==> config.mk <==
export PLATFORM = sky130hd
export DESIGN_NAME = radix_integer_to_ascii_core
export DESIGN_NICKNAME = d
export VERILOG_FILES = /design/src/rtl/rita_pkg.sv /design/src/rtl/rita_ram.sv /design/src/rtl/rita_div.sv /design/src/rtl/radix_integer_to_ascii_core.sv
export SDC_FILE = /design/constraint.sdc
export NUM_CORES = 1
export LEC_CHECK = 0
export BUFFER_PORTS_ARGS = -buffer_cell sky130_fd_sc_hd__buf_4
export CAP_MARGIN = 10
export CORE_MARGIN = 1.5
export CORE_UTILIZATION = 31
export CTS_BUF_LIST = sky130_fd_sc_hd__clkbuf_4 sky130_fd_sc_hd__clkbuf_8 sky130_fd_sc_hd__clkbuf_16
export CTS_CLUSTER_SIZE = 25
export DETAILED_ROUTE_END_ITERATION = 16
export GPL_ROUTABILITY_DRIVEN = 0
export GPL_TIMING_DRIVEN = 0
export HOLD_SLACK_MARGIN = 0.02
export PLACE_DENSITY_LB_ADDON = 0.3
export REMOVE_ABC_BUFFERS = 1
export SYNTH_ARGS = -nofsm -noshare
export SYNTH_HDL_FRONTEND = slang
export SYNTH_SLANG_ARGS = --single-unit
==> constraint.sdc <==
create_clock -name clock -period 9.02 [get_ports clock]
set_clock_uncertainty 0.05 [all_clocks]
set_input_delay 1.353 -clock clock [delete_from_list [all_inputs] [get_ports clock]]
set_output_delay 1.353 -clock clock [all_outputs]
set_load 0.05 [all_outputs]
==> src/rtl/rita_pkg.sv <==
// shared constants and the digit-to-ascii map for the radix integer-to-ascii core
`timescale 1ns / 1ps
`default_nettype none

package rita_pkg;

   // default width of the value field
   localparam int VALUE_BITS_DEF = 31;

   // radix field and accepted radix range
   localparam int RADIX_BITS = 6;
   localparam logic [RADIX_BITS-1:0] RADIX_MIN = RADIX_BITS'(2);
   localparam logic [RADIX_BITS-1:0] RADIX_MAX = RADIX_BITS'(36);

   // ascii character field
   localparam int CHAR_BITS = 7;
   localparam logic [CHAR_BITS-1:0] CHAR_NONE  = CHAR_BITS'(0);
   localparam logic [CHAR_BITS-1:0] ASCII_ZERO = CHAR_BITS'(48);
   localparam logic [CHAR_BITS-1:0] ASCII_LETTER_BASE = CHAR_BITS'(55);
   localparam logic [RADIX_BITS-1:0] DECIMAL_DIGITS = RADIX_BITS'(10);

   // remainder 0..35 to '0'-'9', 'A'-'Z'
   function automatic logic [CHAR_BITS-1:0] digit_to_ascii(input logic [RADIX_BITS-1:0] rem);
      logic [CHAR_BITS-1:0] base;
      base = (rem < DECIMAL_DIGITS) ? ASCII_ZERO : ASCII_LETTER_BASE;
      return base + CHAR_BITS'(rem);
   endfunction

endpackage

`default_nettype wire

==> src/rtl/rita_ram.sv <==
// generic single-write, single-read ram with registered read data
`timescale 1ns / 1ps
`default_nettype none

module rita_ram #(
   parameter int WIDTH = 8,
   parameter int DEPTH = 32
) (
   input  wire logic                     clock,
   input  wire logic                     wr_en,
   input  wire logic [$clog2(DEPTH)-1:0] wr_addr,
   input  wire logic [WIDTH-1:0]         wr_data,
   input  wire logic [$clog2(DEPTH)-1:0] rd_addr,
   output logic      [WIDTH-1:0]         rd_data
);

   logic [WIDTH-1:0] mem_ff [DEPTH];
   logic [WIDTH-1:0] rd_data_ff;

   // write port
   always_ff @(posedge clock) begin
      if (wr_en) begin
         mem_ff[wr_addr] <= wr_data;
      end
   end

   // registered read port
   always_ff @(posedge clock) begin
      rd_data_ff <= mem_ff[rd_addr];
   end

   assign rd_data = rd_data_ff;

endmodule

`default_nettype wire

==> src/rtl/rita_div.sv <==
// bit-serial restoring divider: value by a 6-bit radix, one quotient bit per cycle
`timescale 1ns / 1ps
`default_nettype none

module rita_div #(
   parameter int VALUE_BITS = rita_pkg::VALUE_BITS_DEF
) (
   input  wire logic                            clock,
   input  wire logic                            reset,
   input  wire logic                            start,
   input  wire logic [VALUE_BITS-1:0]           dividend,
   input  wire logic [rita_pkg::RADIX_BITS-1:0] divisor,
   output logic                                 done,
   output logic      [VALUE_BITS-1:0]           quotient,
   output logic      [rita_pkg::RADIX_BITS-1:0] remainder
);
   import rita_pkg::*;

   localparam int STEP_W = $clog2(VALUE_BITS);

   logic                  busy_ff, busy_in;
   logic                  done_ff, done_in;
   logic [STEP_W-1:0]     step_ff, step_in;
   logic [VALUE_BITS-1:0] quo_ff, quo_in;
   logic [RADIX_BITS-1:0] rem_ff, rem_in;
   logic [RADIX_BITS-1:0] div_ff, div_in;

   logic [RADIX_BITS:0]   trial;
   logic [RADIX_BITS:0]   diff;
   logic                  fits;

   // one shift-compare-subtract step
   always_comb begin
      trial = {rem_ff, quo_ff[VALUE_BITS-1]};
      diff  = trial - {1'b0, div_ff};
      fits  = (trial >= {1'b0, div_ff});
   end

   // next state of the divider
   always_comb begin
      busy_in = busy_ff;
      step_in = step_ff;
      quo_in  = quo_ff;
      rem_in  = rem_ff;
      div_in  = div_ff;
      done_in = 1'b0;
      if (start) begin
         busy_in = 1'b1;
         step_in = STEP_W'(VALUE_BITS - 1);
         quo_in  = dividend;
         rem_in  = '0;
         div_in  = divisor;
      end else if (busy_ff) begin
         quo_in = {quo_ff[VALUE_BITS-2:0], fits};
         rem_in = fits ? diff[RADIX_BITS-1:0] : trial[RADIX_BITS-1:0];
         step_in = step_ff - STEP_W'(1);
         if (step_ff == '0) begin
            busy_in = 1'b0;
            done_in = 1'b1;
         end
      end
   end

   // control registers
   always_ff @(posedge clock) begin
      if (reset) begin
         busy_ff <= 1'b0;
         done_ff <= 1'b0;
      end else begin
         busy_ff <= busy_in;
         done_ff <= done_in;
      end
   end

   // datapath registers
   always_ff @(posedge clock) begin
      step_ff <= step_in;
      quo_ff  <= quo_in;
      rem_ff  <= rem_in;
      div_ff  <= div_in;
   end

   assign done      = done_ff;
   assign quotient  = quo_ff;
   assign remainder = rem_ff;

endmodule

`default_nettype wire

==> src/rtl/radix_integer_to_ascii_core.sv <==
// radix integer-to-ascii core: top level with sequencer, digit stack and result register
//
// usage
//  - req channel: one beat carries req_value and req_radix; req_stall is high while
//    a conversion is in progress, so a new beat is taken only once the previous
//    run has been fully delivered
//  - rsp channel: one beat per ascii digit, most significant first, rsp_last on the
//    final digit; a radix outside 2..36 gives a single beat with rsp_error and
//    rsp_last set and rsp_digit_char zero; the value zero gives the single digit '0'
//  - each digit comes from a full division in the bit-serial divider, then each digit
//    is popped from the digit stack through the fetch (read), load and send states
//  - a new beat of input waits until the previous run of digits is delivered; the single
//    shared divider does every division of a run, one after the other
//  - a radix error skips the divider and goes straight to the send state
//  - reset: synchronous, active high; returns to idle and drops rsp_valid
//  - rsp_stall holds the current result beat in the output register; the sequencer
//    waits and no digit is lost
`timescale 1ns / 1ps
`default_nettype none

module radix_integer_to_ascii_core #(
   parameter int VALUE_BITS = rita_pkg::VALUE_BITS_DEF
) (
   input  wire logic                            clock,
   input  wire logic                            reset,
   input  wire logic                            req_valid,
   output logic                                 req_stall,
   input  wire logic [VALUE_BITS-1:0]           req_value,
   input  wire logic [rita_pkg::RADIX_BITS-1:0] req_radix,
   output logic                                 rsp_valid,
   input  wire logic                            rsp_stall,
   output logic      [rita_pkg::CHAR_BITS-1:0]  rsp_digit_char,
   output logic                                 rsp_error,
   output logic                                 rsp_last
);
   import rita_pkg::*;

   localparam int PTR_W = $clog2(VALUE_BITS);
   localparam int CNT_W = $clog2(VALUE_BITS + 1);

   typedef enum logic [4:0] {
      ST_IDLE  = 5'b00001,
      ST_DIV   = 5'b00010,
      ST_FETCH = 5'b00100,
      ST_LOAD  = 5'b01000,
      ST_SEND  = 5'b10000
   } state_type;

   state_type              state_ff, state_in;
   logic [CNT_W-1:0]       cnt_ff, cnt_in;
   logic [CHAR_BITS-1:0]   digit_ff, digit_in;
   logic                   error_ff, error_in;
   logic                   last_ff, last_in;

   // radix held for repeated divisions
   logic [RADIX_BITS-1:0]  req_radix_hold_ff, req_radix_hold_in;

   logic                   req_beat;
   logic                   rsp_beat;
   logic                   radix_ok;
   logic                   div_start;
   logic [VALUE_BITS-1:0]  div_dividend;
   logic [RADIX_BITS-1:0]  div_divisor;
   logic                   div_done;
   logic [VALUE_BITS-1:0]  div_quotient;
   logic [RADIX_BITS-1:0]  div_remainder;
   logic                   stk_wr_en;
   logic [PTR_W-1:0]       stk_wr_addr;
   logic [PTR_W-1:0]       stk_rd_addr;
   logic [CHAR_BITS-1:0]   stk_wr_data;
   logic [CHAR_BITS-1:0]   stk_rd_data;
   logic [CNT_W-1:0]       cnt_top;

   assign req_beat = req_valid && !req_stall;
   assign rsp_beat = rsp_valid && !rsp_stall;
   assign radix_ok = (req_radix >= RADIX_MIN) && (req_radix <= RADIX_MAX);

   // shared divider
   rita_div #(
      .VALUE_BITS(VALUE_BITS)
   ) u_div (
      .clock     (clock),
      .reset     (reset),
      .start     (div_start),
      .dividend  (div_dividend),
      .divisor   (div_divisor),
      .done      (div_done),
      .quotient  (div_quotient),
      .remainder (div_remainder)
   );

   // digit stack, least significant digit pushed first
   rita_ram #(
      .WIDTH(CHAR_BITS),
      .DEPTH(VALUE_BITS)
   ) u_stack (
      .clock   (clock),
      .wr_en   (stk_wr_en),
      .wr_addr (stk_wr_addr),
      .wr_data (stk_wr_data),
      .rd_addr (stk_rd_addr),
      .rd_data (stk_rd_data)
   );

   assign cnt_top     = cnt_ff - CNT_W'(1);
   assign stk_wr_addr = cnt_ff[PTR_W-1:0];
   assign stk_rd_addr = cnt_top[PTR_W-1:0];
   assign stk_wr_data = digit_to_ascii(div_remainder);

   // sequencer
   always_comb begin
      state_in          = state_ff;
      cnt_in            = cnt_ff;
      digit_in          = digit_ff;
      error_in          = error_ff;
      last_in           = last_ff;
      req_radix_hold_in = req_radix_hold_ff;
      div_start         = 1'b0;
      div_dividend      = div_quotient;
      div_divisor       = req_radix_hold_ff;
      stk_wr_en         = 1'b0;
      unique case (state_ff)
         ST_IDLE: begin
            cnt_in = '0;
            if (req_beat) begin
               req_radix_hold_in = req_radix;
               if (radix_ok) begin
                  // first division takes the radix straight from the beat
                  div_start    = 1'b1;
                  div_dividend = req_value;
                  div_divisor  = req_radix;
                  state_in     = ST_DIV;
               end else begin
                  digit_in = CHAR_NONE;
                  error_in = 1'b1;
                  last_in  = 1'b1;
                  state_in = ST_SEND;
               end
            end
         end
         ST_DIV: begin
            if (div_done) begin
               stk_wr_en = 1'b1;
               cnt_in    = cnt_ff + CNT_W'(1);
               if (div_quotient != '0) begin
                  div_start = 1'b1;
               end else begin
                  state_in = ST_FETCH;
               end
            end
         end
         ST_FETCH: begin
            state_in = ST_LOAD;
         end
         ST_LOAD: begin
            digit_in = stk_rd_data;
            error_in = 1'b0;
            last_in  = (cnt_ff == CNT_W'(1));
            cnt_in   = cnt_top;
            state_in = ST_SEND;
         end
         ST_SEND: begin
            if (rsp_beat) begin
               state_in = last_ff ? ST_IDLE : ST_FETCH;
            end
         end
         default: begin
            state_in = ST_IDLE;
         end
      endcase
   end

   // control registers
   always_ff @(posedge clock) begin
      if (reset) begin
         state_ff <= ST_IDLE;
         cnt_ff   <= '0;
      end else begin
         state_ff <= state_in;
         cnt_ff   <= cnt_in;
      end
   end

   // result beat and radix registers
   always_ff @(posedge clock) begin
      digit_ff          <= digit_in;
      error_ff          <= error_in;
      last_ff           <= last_in;
      req_radix_hold_ff <= req_radix_hold_in;
   end

   assign req_stall      = (state_ff != ST_IDLE);
   assign rsp_valid      = (state_ff == ST_SEND);
   assign rsp_digit_char = digit_ff;
   assign rsp_error      = error_ff;
   assign rsp_last       = last_ff;

   // an error beat is always the only beat of its run
   assert property (@(posedge clock) disable iff (reset)
      (rsp_valid && rsp_error) |-> (rsp_last && (cnt_ff == '0)))
      else $error("error beat not alone in its run");

   // the digit stack never overflows
   assert property (@(posedge clock) disable iff (reset)
      cnt_ff <= CNT_W'(VALUE_BITS))
      else $error("digit stack overflow");

   // divider completes only while the sequencer waits for it
   assert property (@(posedge clock) disable iff (reset)
      div_done |-> (state_ff == ST_DIV))
      else $error("divider done outside of a division");

   // the last digit pops the stack empty
   assert property (@(posedge clock) disable iff (reset)
      (rsp_valid && rsp_last && !rsp_error) |-> (cnt_ff == '0))
      else $error("last digit with digits left on the stack");

endmodule

`default_nettype wire

Word-level counts from Yosys, hierarchy flattened
Memories as Yosys holds them, arrays and structs flattened. A register that Yosys moved wholly into a read port is not among the register bits.
Cells that the tools add are included.
Widths: inputs -> output; s select.
{"block": "classes", "addsub": 5, "magnitude_cmp": 4, "eq_ne": 15, "n_mux": 39, "n_bitwise": 1, "n_reduce_logical": 16}
{"op": "$mux 31", "count": 5}
{"op": "$reduce_bool 31->1", "count": 1}
{"op": "$mux 5", "count": 6}
{"op": "$pmux 5 s5", "count": 1}
{"op": "$mux 6", "count": 4}
{"op": "$pmux 5 s3", "count": 1}
{"op": "$mux 1", "count": 14}
{"op": "$mux 7", "count": 2}
{"op": "$pmux 7 s2", "count": 1}
{"op": "$eq 5x1->1 const B", "count": 2}
{"op": "$ne 2x2->1 const B", "count": 5}
{"op": "$sub 5x1->5 const B", "count": 2}
{"op": "$reduce_and 4->1", "count": 2}
{"op": "$add 6x6->7", "count": 1}
{"op": "$ge 7x6->1", "count": 1}
{"op": "$ge 6x2->1 const B", "count": 1}
{"op": "$le 6x6->1 const B", "count": 1}
{"op": "$lt 6x4->1 const B", "count": 1}
{"op": "$mux 3", "count": 2}
{"op": "$ne 2x1->1 const B", "count": 3}
{"op": "$pmux 1 s2", "count": 3}
{"op": "$sub 6x6->6", "count": 1}
{"op": "$add 5x1->5 const B", "count": 1}
{"op": "$eq 5x2->1 const B", "count": 1}
{"op": "other kinds (13)", "count": 18}
{"block": "totals", "register_bits": 75, "mem_bits_rw": 217, "inputBits": 41, "output_inout_bits": 11, "word_cells": 93, "mem_count": 1}
{"memory": "u_stack.mem_ff", "words": 31, "width": 7, "read_ports": 1, "rd_clocked_by_memory_dff": 1, "wr": 1, "line": "rita_ram.sv:17", "text": "logic [WIDTH-1:0] mem_ff [DEPTH];"}

Depth between registers and ports, before layout
Gate-level depths: netlist (run 1).
{"block": "depth", "depth_word": 7, "depth_mapped": 13, "mapped_depth_nobuf": 8}

By module
Synthesis (run 1) repeated with hierarchy kept, for this count alone.
{"block": "unflattened", "hier_cells": 906, "area_unflattened_um2": 13362.8}
{"mod": "rita_ram", "instances": 1, "cells_per_inst": 521, "area_per_inst_um2": 8883.5, "seq_area_each_um2": 6656.4}
{"mod": "rita_div", "instances": 1, "cells_per_inst": 178, "area_per_inst_um2": 2397.3, "seq_area_each_um2": 1371.3}
{"mod": "radix_integer_to_ascii_core", "instances": 1, "cells_per_inst": 207, "area_per_inst_um2": 2082.0, "seq_area_each_um2": 650.6}

Least setup slack after synthesis (run 1)
No wires, ideal clock.
{"block": "synth_timing", "path_kind": "input -> register", "from": "in req_radix[1] (netlist bit)", "to": "reg u_div.quo_ff[0], in the netlist u_div.quotient[0], enable pin", "setup_time_ns": 0.426, "t_arrival_ns": 3.875, "setup_slack_ns": 4.670, "path_stages": 7, "path_buffers": 2, "path_cell_list": "o21ai_0 > a21boi_0 > a211oi_4 > o21bai_1 > buf_6 > buf_4 > o21bai_1"}
{"block": "synth_via", "elab_chain_cells": 7}
{"element": "start: declaration", "line": "radix_integer_to_ascii_core.sv:29", "text": "input wire logic [rita_pkg::RADIX_BITS-1:0] req_radix,"}
{"element": "$ge 6x2->1 or $le 6x6->1 (tied branches)", "line": "radix_integer_to_ascii_core.sv:76", "text": "assign radix_ok = (req_radix >= RADIX_MIN) && (req_radix <= RADIX_MAX);"}
{"element": "$logic_and 1x1->1 (*)", "line": "radix_integer_to_ascii_core.sv:76"}
{"element": "$mux 1", "line": "radix_integer_to_ascii_core.sv:127", "text": "if (radix_ok) begin"}
{"element": "$mux 1", "line": "radix_integer_to_ascii_core.sv:125", "text": "if (req_beat) begin"}
{"element": "$pmux 1 s2", "line": "radix_integer_to_ascii_core.sv:122", "text": "unique case (state_ff)"}
{"element": "$ne 2x1->1 (no line), or another cell as far along"}
{"element": "$reduce_and 4->1 (no line) (*)"}
{"element": "end signal: assignment", "line": "rita_div.sv:78", "text": "quo_ff <= quo_in;"}
{"element": "end: declaration", "line": "rita_div.sv:24", "text": "logic [VALUE_BITS-1:0] quo_ff, quo_in;"}
Mark *: on every way between the ends. The rest lies on a longest branch, timed or not.
A chain may end at the register's enable or synchronous reset.

Worst setup path in the final report (run 1)
{"block": "layout_timing", "from": "reg state_ff[1]", "to": "out rsp_valid"}
{"block": "layout_via", "elab_chain_cells": 1}
{"element": "start: declaration", "line": "radix_integer_to_ascii_core.sv:49", "text": "state_type state_ff, state_in;"}
{"element": "start signal: assignment", "line": "radix_integer_to_ascii_core.sv:179", "text": "state_ff <= state_in;"}
{"element": "$eq 5x5->1", "line": "radix_integer_to_ascii_core.sv:193", "text": "assign rsp_valid = (state_ff == ST_SEND);"}
{"element": "end: declaration", "line": "radix_integer_to_ascii_core.sv:30", "text": "output logic rsp_valid,"}
No other way between the ends.

==> summary.md, run 1 <==
| Metric | Value |
|---|---|
| Post-route cell area | `14,800 um^2` |
| Seq/Total Area, Yosys | `0.685` |
| Synth cell types | `62` |
| R2r startpoint | `state_ff[4]` |
| Total core area | `40,000 um^2` |
| Vias per Instance | `slightly below 5` |
| Residual DRC count | `0` |
| CTS max path bufs | `3` |
| Hold Buf Count CTS | `0` |
| Worst Hold Class | `reg2reg` |
| Max_cap viols | `0` |
| Mapped Cells | `~760` |
| Final Max Slew Viols | `0` |
| First-pass GRT wire length | `slightly above 40,000 um` |
| Ys Warns | `0` |
| Dominant cells by area after synthesis | `edfxtp_1, mux4_2, dfxtp_1, mux2_4, mux2_2` |
| P&R area growth vs syn | `16.6%` |
| Crit end category | `primary output` |
| Minimum clock period | `between 3 and 4 ns` |
| Flop-to-flop setup slack | `around 5.7 ns` |
| Gr usage total | `0.127` |
| Final net count | `876` |
| CP Class | `reg2out` |
| Vias in the first global route | `between 6,000 and 7,000` |
| Final period util | `0.402` |
| CTS tree | `yes` |
| Die W | `between 200 and 250 um` |
| Pwr Total | `around 4600 uW` |
| Congestion Overflow GR | `0` |
| Cell Area, Synth | `12,700 um^2` |
| Power Density | `312 nW/um^2` |
| Clk sink count | `299` |
| Drt wl/cell | `roughly 19 um` |
| Die area | `around 42,000 um^2` |
| Max_slew headroom | `0.266` |
| Starting Density | `0.317` |
| Finished Layout Cells | `approximately 1,400` |
| Synth top area share | `0.638` |
| Final wirelength | `approximately 26,000 um` |
| Data arrival, critical path | `2.23 ns` |
| Via count | `approximately 6,600` |
| Die Ht | `205 um` |
| Worst slack at placement | `between 5 and 6 ns` |
| Resized Gates After CTS | `0` |
| Ys flop type | `edfxtp_1` |
| Final antenna diode count | `0` |
| Critical Path RT | `around 7.6 ns` |
| Crit path launch type | `register` |
| Worst Slack Setup Final | `between 5 and 6 ns` |
| Worst r2r dst | `u_div.quotient[29]` |
| Synthesized area per cell | `about 17 um^2` |
| Final Util | `0.369` |
| Largest net degree at the start of global routing | `44` |
| VDD IR max | `0.197 mV` |
| Final hold violation count | `0` |
| Layout cell share with drive strength beyond 1 | `0.265` |
| Critical Path Source | `state_ff[1]` |
| Cells after DPL | `about 1,300` |
| Slew of the pin with the lowest slew margin | `roughly 1.1 ns` |
| Io pins | `52` |
| Max Freq | `~280 MHz` |
| CTS root buffer | `clkbuf_16` |
| Setup Buffers After CTS | `0` |
| Pre-antenna DRT Iters | `6` |
| EDFF count, synth | `269` |
| Crit-path max FO | `6` |
| Worst-Skew Late Latency | `roughly 0.58 ns` |
| Synthesized flop and latch total | `~300` |
| TritonCTS Buffers | `31` |
| RSZ-0062 raised after global routing | `no` |
| Cell Area, Placed | `roughly 14,000 um^2` |
| Post-route ant nets | `0` |
| H-tree lvl count | `1` |
| Yosys top cell by area | `edfxtp_1` |
| # rows | `between 70 and 80` |
| P_leak | `approximately 0.0048 uW` |
| Clock-pin slew on the worst setup and hold paths | `~0.060 ns` |
| IO Port Bufs | `51` |
| Post-synth ARST share | `0` |
| Fillers | `~3,800` |
| Status | `complete, no violations` |
| DRC marker count from the first detailed-route iteration | `460` |
| Crit path to | `rsp_valid` |
| Worst Reg-to-Reg Cells | `6` |
| Finish-stage setup viols | `0` |
| Antenna violations before repair | `0` |
| Placed wire-length estimate | `~17,000 um` |
## critical path, cell delays in order (launching register included)
cell and delay, ns:
dfxtp_1 0.36, nor2_1 0.15, nor4bb_1 0.80, buf_4 0.34
## area by class of cell
class                           instances  area (um^2)  area share
Clock inverter                         12          175      0.0119
Tap cell                              525          657      0.0445
Sequential cell                       299         8680       0.588
Timing Repair Buffer                   58          518      0.0351
Inverter                               27          101     0.00686
Multi-Input combinational cell        400         3770       0.255
Clock buffer                           43          866      0.0586
## cells in the final DEF, fill, tap and decap left out, drive strengths merged, types with 16 or more instances in the layout
master	n
nor2	58
clkbuf	43
edfxtp	269
dfxtp	30
ha	16
inv	27
a21oi	18
mux4	49
nand2	28
mux2	51
buf	58
a211oi	19
## logic make-up (layout without fill, tap and decap cells)
family | Yosys count | in the layout | synth area share
AO/OA/AOI/OAI | 96 | 96 | 0.0526
XOR/XNOR | 12 | 12 | 0.00830
adder cells (fa/ha/maj) | 18 | 18 | 0.0190
buffers and inverters | 58 | 140 | 0.0223
flip-flops | 299 | 299 | 0.685
multiplexers | 114 | 114 | 0.150
AND/OR/NAND/NOR | 160 | 160 | 0.0629
## worst min-delay path by stage
stage | from | to | slack (ns) | cells past startpoint
CTS | u_div.step_ff[4] | u_div.step_ff[4] | 0.45 | 2
detailed placement | u_div.step_ff[4] | u_div.step_ff[4] | 0.43 | 2
finish | u_div.step_ff[4] | u_div.step_ff[4] | 0.45 | 2
global placement | u_div.step_ff[4] | u_div.step_ff[4] | 0.43 | 2
global route | u_stack.rd_data[2] | rsp_digit_char[2] | 0.46 | 1
floorplan | u_div.step_ff[4] | u_div.step_ff[4] | 0.41 | 2
## per-stage QoR
stage | TNS (ns) | hold slack (ns)
2_1_floorplan | 0 | 0.412
3_3_place_gp | -2.88 | 0.432
3_5_place_dp | 0 | 0.430
4_1_cts | 0 | 0.450
5_1_grt | 0 | 0.465
6_report | 0 | 0.450
## layer usage
metal,vias to the layer above,part of all wire,global-route usage
met5,-,0,0
met4,0,0.020,0.0282
met3,40,0.043,0.0240
met2,142,0.46,0.198
met1,3328,0.48,0.184
li1,3107,-,-
## synth_stat cells, types with 8 or more instances
cell      count
edfxtp_1    269
nor2_1       58
mux4_2       49
dfxtp_1      30
nand2_1      28
inv_1        26
mux2_2       26
mux2_4       20
a211oi_1     18
a21oi_1      18
clkbuf_1     16
ha_1         16
mux2i_1      14
o21ai_0      13
nor4_1       10
and2_1        9
and3_1        9
nand3_1       8
xnor2_1       8
## power by group
group	internal [uW]	leakage [uW]	total, uW	switching [uW]
Sequential	2030	0.00267	2110	80.2
Clock	785	0.000524	1310	526
Combinational	422	0.00164	1190	767
Total	3240	0.00484	4610	1370
## state kept, by name (all words and copies together) (netlist names)
name	count
rsp_last	1
u_div.step_ff	5
u_stack.rd_data	7
rsp_digit_char	7
cnt_ff	5
u_div.busy_ff	1
state_ff	5
u_div.quotient	31
u_div.done	1
u_div.div_ff	6
req_radix_hold_ff	6
u_stack.mem_ff	217
u_div.remainder	6
rsp_error	1
(Power assumes the default switching activity.)
==> run 2: changes to the inputs <==
Settings changed: ABC_AREA set to 1.
Clock period 9.02 ns to 3.75 ns, I/O delays scaled along.
==> run 2 against run 1 <==
Effect of this change: design area grew 2.5%; clock-buffer cell count up 2; via count up 30%; worst setup slack worse by 5.0 ns; clock power increased to 2.6 times the previous value; synthesized cell count is 57% higher; non-clock buffer count is 3 higher; combinational power up 140%; sequential power grew 130%; flip-flop and latch count unchanged; critical path depth grew 9; highest routed layer unchanged.
==> summary.md, run 2 <==
| Metric | Value |
|---|---|
| Status | `complete, no violations` |
| CTS tree | `yes` |
| Post-synth top cells | `edfxtp_1, nor2_1, nand2_1` |
| Via count | `roughly 8,600` |
| TritonCTS Buffers | `34` |
| Final Util | `0.369` |
| Power Density | `between 700 and 800 nW/um^2` |
| Worst Hold Class | `in2reg` |
| Clk sink count | `approximately 300` |
| CP Class | `reg2reg` |
| EDFF count, synth | `~270` |
| Hold path cells | `1` |
| Congestion Overflow GR | `0` |
| Minimum clock period | `between 3 and 4 ns` |
| Cell Area, Placed | `about 14,000 um^2` |
| GRT met3 Usage | `0.0227` |
| Sequential Area | `8680 um^2` |
| Die Ht | `about 210 um` |
| Layout cell share with drive strength beyond 1 | `0.118` |
| Final Max Slew Viols | `0` |
| Max_slew headroom | `0.227` |
| Mapped Cells | `1,188` |
| Synth top area share | `0.625` |
| Gr usage total | `0.139` |
| Drt wl/cell | `between 15 and 20 um` |
| Yosys top cell by area | `edfxtp_1` |
| Dominant cells by area after synthesis | `edfxtp_1, nor2_1, nand2_1, o21ai_0, dfxtp_1` |
| Clock-pin slew on the worst setup and hold paths | `0.06 ns` |
| Critical Path RT | `between 4 and 5 ns` |
| Synthesized flop and latch total | `299` |
| Final wirelength | `between 20,000 and 30,000 um` |
| Data arrival, critical path | `between 3 and 4 ns` |
| First-pass GRT wire length | `roughly 47,000 um` |
| GR Layer Usage met2 | `0.215` |
| Most numerous cell in the Yosys netlist | `edfxtp_1` |
| Post-route ant nets | `0` |
| P_leak | `roughly 0.0055 uW` |
| Post-synth ARST share | `0` |
| Final net count | `between 1,000 and 1,500` |
| Die area | `around 43,000 um^2` |
| H-tree lvl count | `2` |
| Hold Buf Count CTS | `0` |
| Levels on crit path | `12` |
| Critical path's largest stage delay | `0.60 ns` |
| Starting Density | `0.315` |
| CTS root buffer | `clkbuf_16` |
| CP top delay family | `buffers and inverters` |
| Total core area | `41,000 um^2` |
| Synth cell types | `38` |
| RSZ-0062 raised after global routing | `no` |
| Global Route met1 Usage | `0.199` |
| GRT Max-Usage Layer | `met2` |
| Max_cap viols | `0` |
| Die W | `207 um` |
| # rows | `74` |
| Finish-stage setup viols | `0` |
| Critical path buffers and inverters | `4` |
| Multi-input logic area | `3750 um^2` |
| Final hold violation count | `0` |
| VDD IR max | `around 0.44 mV` |
| Crit-path cells | `buf_16, inv_4, ha_1, nand2_1, nand2_1, buf_16, inv_4, o211ai_1, nand3_1, nand2_1, nand2_1, nand2_1` |
| Flop-to-flop setup slack | `0.36 ns` |
| Pre-antenna DRT Iters | `7` |
| Slowest CP cell | `dfxtp_4` |
| Max reg flops | `217` |
| Vias per Instance | `between 4 and 5` |
| Crit path launch type | `register` |
| Commonest non-fill, non-tap cell in the layout | `edfxtp_1` |
| Max Freq | `295 MHz` |
| Cell Area, Synth | `approximately 13,000 um^2` |
| Synthesized area per cell | `between 10 and 15 um^2` |
| Most frequent cells in the layout | `edfxtp_1, nor2_1, nand2_1` |
| Slew of the pin with the lowest slew margin | `1.16 ns` |
| Vias in the first global route | `approximately 8,200` |
| DRC marker count from the first detailed-route iteration | `664` |
| Seq/Total Area, Yosys | `0.671` |
| Placed wire-length estimate | `about 18,000 um` |
| Final period util | `0.903` |
| IO Port Bufs | `~50` |
| Crit-path max FO | `60` |
| Final antenna diode count | `0` |
| Worst Reg-to-Reg Cells | `12` |
| Fillers | `between 4,000 and 5,000` |
| Io pins | `between 50 and 60` |
| Largest net degree at the start of global routing | `83` |
| Worst-Skew Late Latency | `between 0.5 and 0.6 ns` |
| Residual DRC count | `0` |
| Post-route cell area | `around 15,000 um^2` |
| Antenna violations before repair | `0` |
| P&R area growth vs syn | `17.1%` |
| Final hold slack | `between 0.15 and 0.2 ns` |
| CP dominant cell by count | `nand2_1` |
| Ys flop type | `edfxtp_1` |
| Largest Register | `u_stack.mem_ff` |
| Crit end category | `register` |
| Ys Warns | `0` |
| CTS max path bufs | `3` |
[run 2: cell count changes in the layout (fill, tap and decap cells not counted), sizes merged, moves of 8 or more]
cell,before,now
nand2,28,204
o21ai,13,129
a211oi,19,1
mux4,49,0
inv,27,71
nor4,10,2
and2,9,0
mux2,51,0
mux2i,14,0
nand3,8,59
o211ai,3,57
and3,9,0
nor2,58,247
[run 2: repair_timing]
action,4_1_cts,5_1_grt
gates resized for setup,1,0
endpoints found under the setup margin,7,4
buffers inserted,0,1
hold endpoints to repair,0,0
[run 2: final timing paths]
| path | to | from |
|---|---|---|
| worst max-delay path | u_stack.rd_data[2] | cnt_ff[0] |
| worst min-delay path | req_radix_hold_ff[4] | req_radix[4] |
| worst max register to register | u_stack.rd_data[2] | cnt_ff[0] |
| worst min register to register | u_div.step_ff[2] | u_div.step_ff[2] |
[run 2: metal layers]
layer / vias to the layer above / part of all wire
met1: 4123 / 0.47
met4: 0 / 0.026
met3: 50 / 0.052
met5: - / 0
li1: 4210 / -
met2: 198 / 0.45
[run 2: per-stage QoR]
stage	total power (uW)	std cells	TNS, ns	setup WS, ns
6_report	11100	1788	0	0.363
5_1_grt	11600	1788	0	0.114
4_1_cts	11100	1785	0	0.161
3_5_place_dp	7720	1724	-0.0724	-0.0397
3_3_place_gp	7450	1717	-689.67	-7.47
2_1_floorplan	6450	1134	-47.07	-2.20
[run 2: worst register-to-register path: cells and delay by family, from the launching register on]
family          cells  cell delay, ns
buf+inv             4            1.21
compound gates      1            0.23
simple gates        6            0.88
flops               1            0.60
fa+ha+maj           1            0.31
[run 2: kinds of logic (layout without fill, tap and decap cells)]
logic type,after synthesis,after routing,synth area share
AND/OR/NAND/NOR,532,532,0.168
XOR/XNOR,10,10,0.00736
buffers and inverters,126,194,0.0431
AO/OA/AOI/OAI,203,203,0.0915
adder cells (fa/ha/maj),18,18,0.0186
flip-flops,299,299,0.671
[run 2: power breakdown]
| part | leakage, uW | total (uW) | internal, uW | switching [uW] |
|---|---|---|---|---|
| sequential | 0.00268 | 4850 | 4730 | 119 |
| clock | 0.000577 | 3380 | 2050 | 1330 |
| combinational | 0.00227 | 2830 | 772 | 2060 |
| total | 0.00553 | 11100 | 7550 | 3510 |
[run 2: area by class of cell]
cell class,count,share of cell area
clock buffer,45,0.0644
multi-input combinational,763,0.247
sequential,299,0.573
timing repair buffer,61,0.0410
clock inverter,16,0.0114
inverter,72,0.0185
tap,532,0.0440
==> run 3: changes to the inputs <==
Settings changed: CELL_PAD_IN_SITES_DETAIL_PLACEMENT set to 1, CELL_PAD_IN_SITES_GLOBAL_PLACEMENT set to 2.
Clock period 3.75 ns to 4.07 ns, I/O delays scaled along.
==> run 3 against run 2 <==
Effect of this change: global-route usage is 1.6 points higher; non-clock buffer count rose by 1; sequential share of layout area shrank 0.38 points; worst hold slack improved by 0.031 ns; combinational power about the same; via count is essentially flat; largest power group unchanged.
==> summary.md, run 3 (synthesis gave the netlist of run 2 again) <==
| Metric | Value |
|---|---|
| Final wirelength | `around 33,000 um` |
| Die W | `around 210 um` |
| Pre-antenna DRT Iters | `5` |
| Placed wire-length estimate | `just over 20,000 um` |
| Power Density | `between 600 and 700 nW/um^2` |
| Drt wl/cell | `18.3 um` |
| P&R area growth vs syn | `17.9%` |
| CP Class | `reg2reg` |
| Layout cell share with drive strength beyond 1 | `0.118` |
| Fillers | `approximately 4,500` |
| Commonest non-fill, non-tap cell in the layout | `edfxtp_1` |
| Critical Path RT | `between 4 and 5 ns` |
| Crit end category | `register` |
| Worst slack at placement | `-0.347 ns` |
| Setup TNS Final | `0 ns` |
| Via count | `8,586` |
| Vias per Instance | `4.79` |
| Crit-path max FO | `63` |
| Slew of the pin with the lowest slew margin | `between 1 and 1.5 ns` |
| Final antenna diode count | `0` |
| CTS tree | `yes` |
| Global Route met1 Usage | `0.202` |
| Status | `complete, no violations` |
| Gr usage total | `0.154` |
| Largest Register | `u_stack.mem_ff` |
| TritonCTS Buffers | `35` |
| Cell Area, Placed | `between 10,000 and 15,000 um^2` |
| Crit path launch type | `register` |
| CTS root buffer | `clkbuf_16` |
| Largest net degree at the start of global routing | `83` |
| RSZ-0062 raised after global routing | `no` |
| Congestion Overflow GR | `0` |
| # rows | `74` |
| Most frequent cells in the layout | `edfxtp_1, nor2_1, nand2_1` |
| Max reg flops | `roughly 220` |
| Finished Layout Cells | `about 1,800` |
| Starting Density | `0.315` |
| IO Port Bufs | `51` |
| GRT met3 Usage | `0.0219` |
| Max_cap viols | `0` |
| Max_slew headroom | `0.242` |
| Final Max Slew Viols | `0` |
| Final period util | `0.929` |
| DRC marker count from the first detailed-route iteration | `around 420` |
| Max Freq | `around 260 MHz` |
| GR Layer Usage met2 | `0.268` |
| Io pins | `between 50 and 60` |
| Cells after DPL | `1,725` |
| Sequential Area | `8680 um^2` |
| Final net count | `between 1,000 and 1,500` |
| P_leak | `around 0.0056 uW` |
| Residual DRC count | `0` |
| First-pass GRT wire length | `around 52,000 um` |
| VDD IR max | `roughly 0.38 mV` |
| Worst Hold Class | `in2reg` |
| CTS max path bufs | `3` |
| H-tree lvl count | `2` |
| Worst Slack Setup Final | `roughly 0.29 ns` |
| Total core area | `approximately 41,000 um^2` |
| Worst-Skew Late Latency | `0.53 ns` |
| Clk sink count | `between 200 and 300` |
| Hold Buf Count CTS | `0` |
| Vias in the first global route | `8,968` |
| Die Ht | `207 um` |
| Die area | `~43,000 um^2` |
| Minimum clock period | `roughly 3.8 ns` |
| Post-route ant nets | `0` |
| Finish-stage setup viols | `0` |
| Clock-pin slew on the worst setup and hold paths | `around 0.060 ns` |
| Data arrival, critical path | `4.14 ns` |
| Post-route cell area | `about 15,000 um^2` |
| Antenna violations before repair | `0` |
| Final Util | `0.372` |
| GRT Max-Usage Layer | `met2` |
| Final hold violation count | `0` |
| Multi-input logic area | `3760 um^2` |
## run 3: changes by cell type in the layout (fill, tap and decap cells not counted)
cell / previous run / this run
buf_16: 7 / 9
buf_8: 3 / 2
bufinv_16: 3 / 2
clkbuf_16: 35 / 38
clkinv_1: 6 / 9
clkinv_2: 7 / 4
clkinv_4: 0 / 1
clkinv_8: 0 / 1
inv_16: 1 / 0
inv_4: 4 / 3
inv_6: 1 / 2
xor2_2: 2 / 1
xor2_4: 1 / 2
## run 3: final cells by class
cell class | count | area share
flip-flops and latches | 299 | 0.570
multi-input cells | 763 | 0.246
clock buffers | 48 | 0.0689
well taps | 532 | 0.0437
repair buffers | 62 | 0.0433
inverters | 72 | 0.0186
clock inverters | 16 | 0.00944
## run 3: layer usage
metal,vias up,share of wire
met1,4222,0.46
li1,4213,-
met4,0,0.017
met3,39,0.028
met5,-,0
met2,112,0.49
## run 3: worst max-delay path, cell delays in order (launching register included)
cell and delay [ns]:
dfxtp_4 0.61, buf_16 0.30, inv_6 0.19, buf_16 0.25, ha_1 0.26, nand2_1 0.08, nand2_1 0.47, buf_16 0.37
inv_4 0.31, o211ai_1 0.21, nand3_1 0.17, nand2_1 0.09, nand2_1 0.07, nand2_1 0.08
## run 3: stage by stage
step	hold WS, ns	total power (uW)
after floorplan	0.426	5940
final	0.221	10500
after CTS	0.202	10500
after global routing	0.211	11000
after global placement	0.448	6990
after detailed placement	0.455	7310
## run 3: final timing paths
path                          from                 end  slack (ns)  cells past startpoint
setup reg to reg         cnt_ff[0]  u_stack.rd_data[3]        0.29                     13
hold / removal               reset           cnt_ff[0]        0.22                      2
setup / recovery         cnt_ff[0]  u_stack.rd_data[3]        0.29                     13
hold reg to reg   u_div.step_ff[1]    u_div.step_ff[1]        0.47                      2
## run 3: where the power goes
part / internal [uW] / leakage (uW) / total [uW] / switching, uW
clock: 1940 / 0.000594 / 3180 / 1240
sequential: 4350 / 0.00268 / 4480 / 122
combinational: 789 / 0.00229 / 2810 / 2020
total: 7090 / 0.00557 / 10500 / 3380
## run 3: timing repair
| action | 4_1_cts | 5_1_grt |
|---|---|---|
| pin swaps | 0 | 0 |
| setup endpoints to repair | 7 | 7 |
| setup buffers | 1 | 0 |
| resized for setup | 1 | 1 |
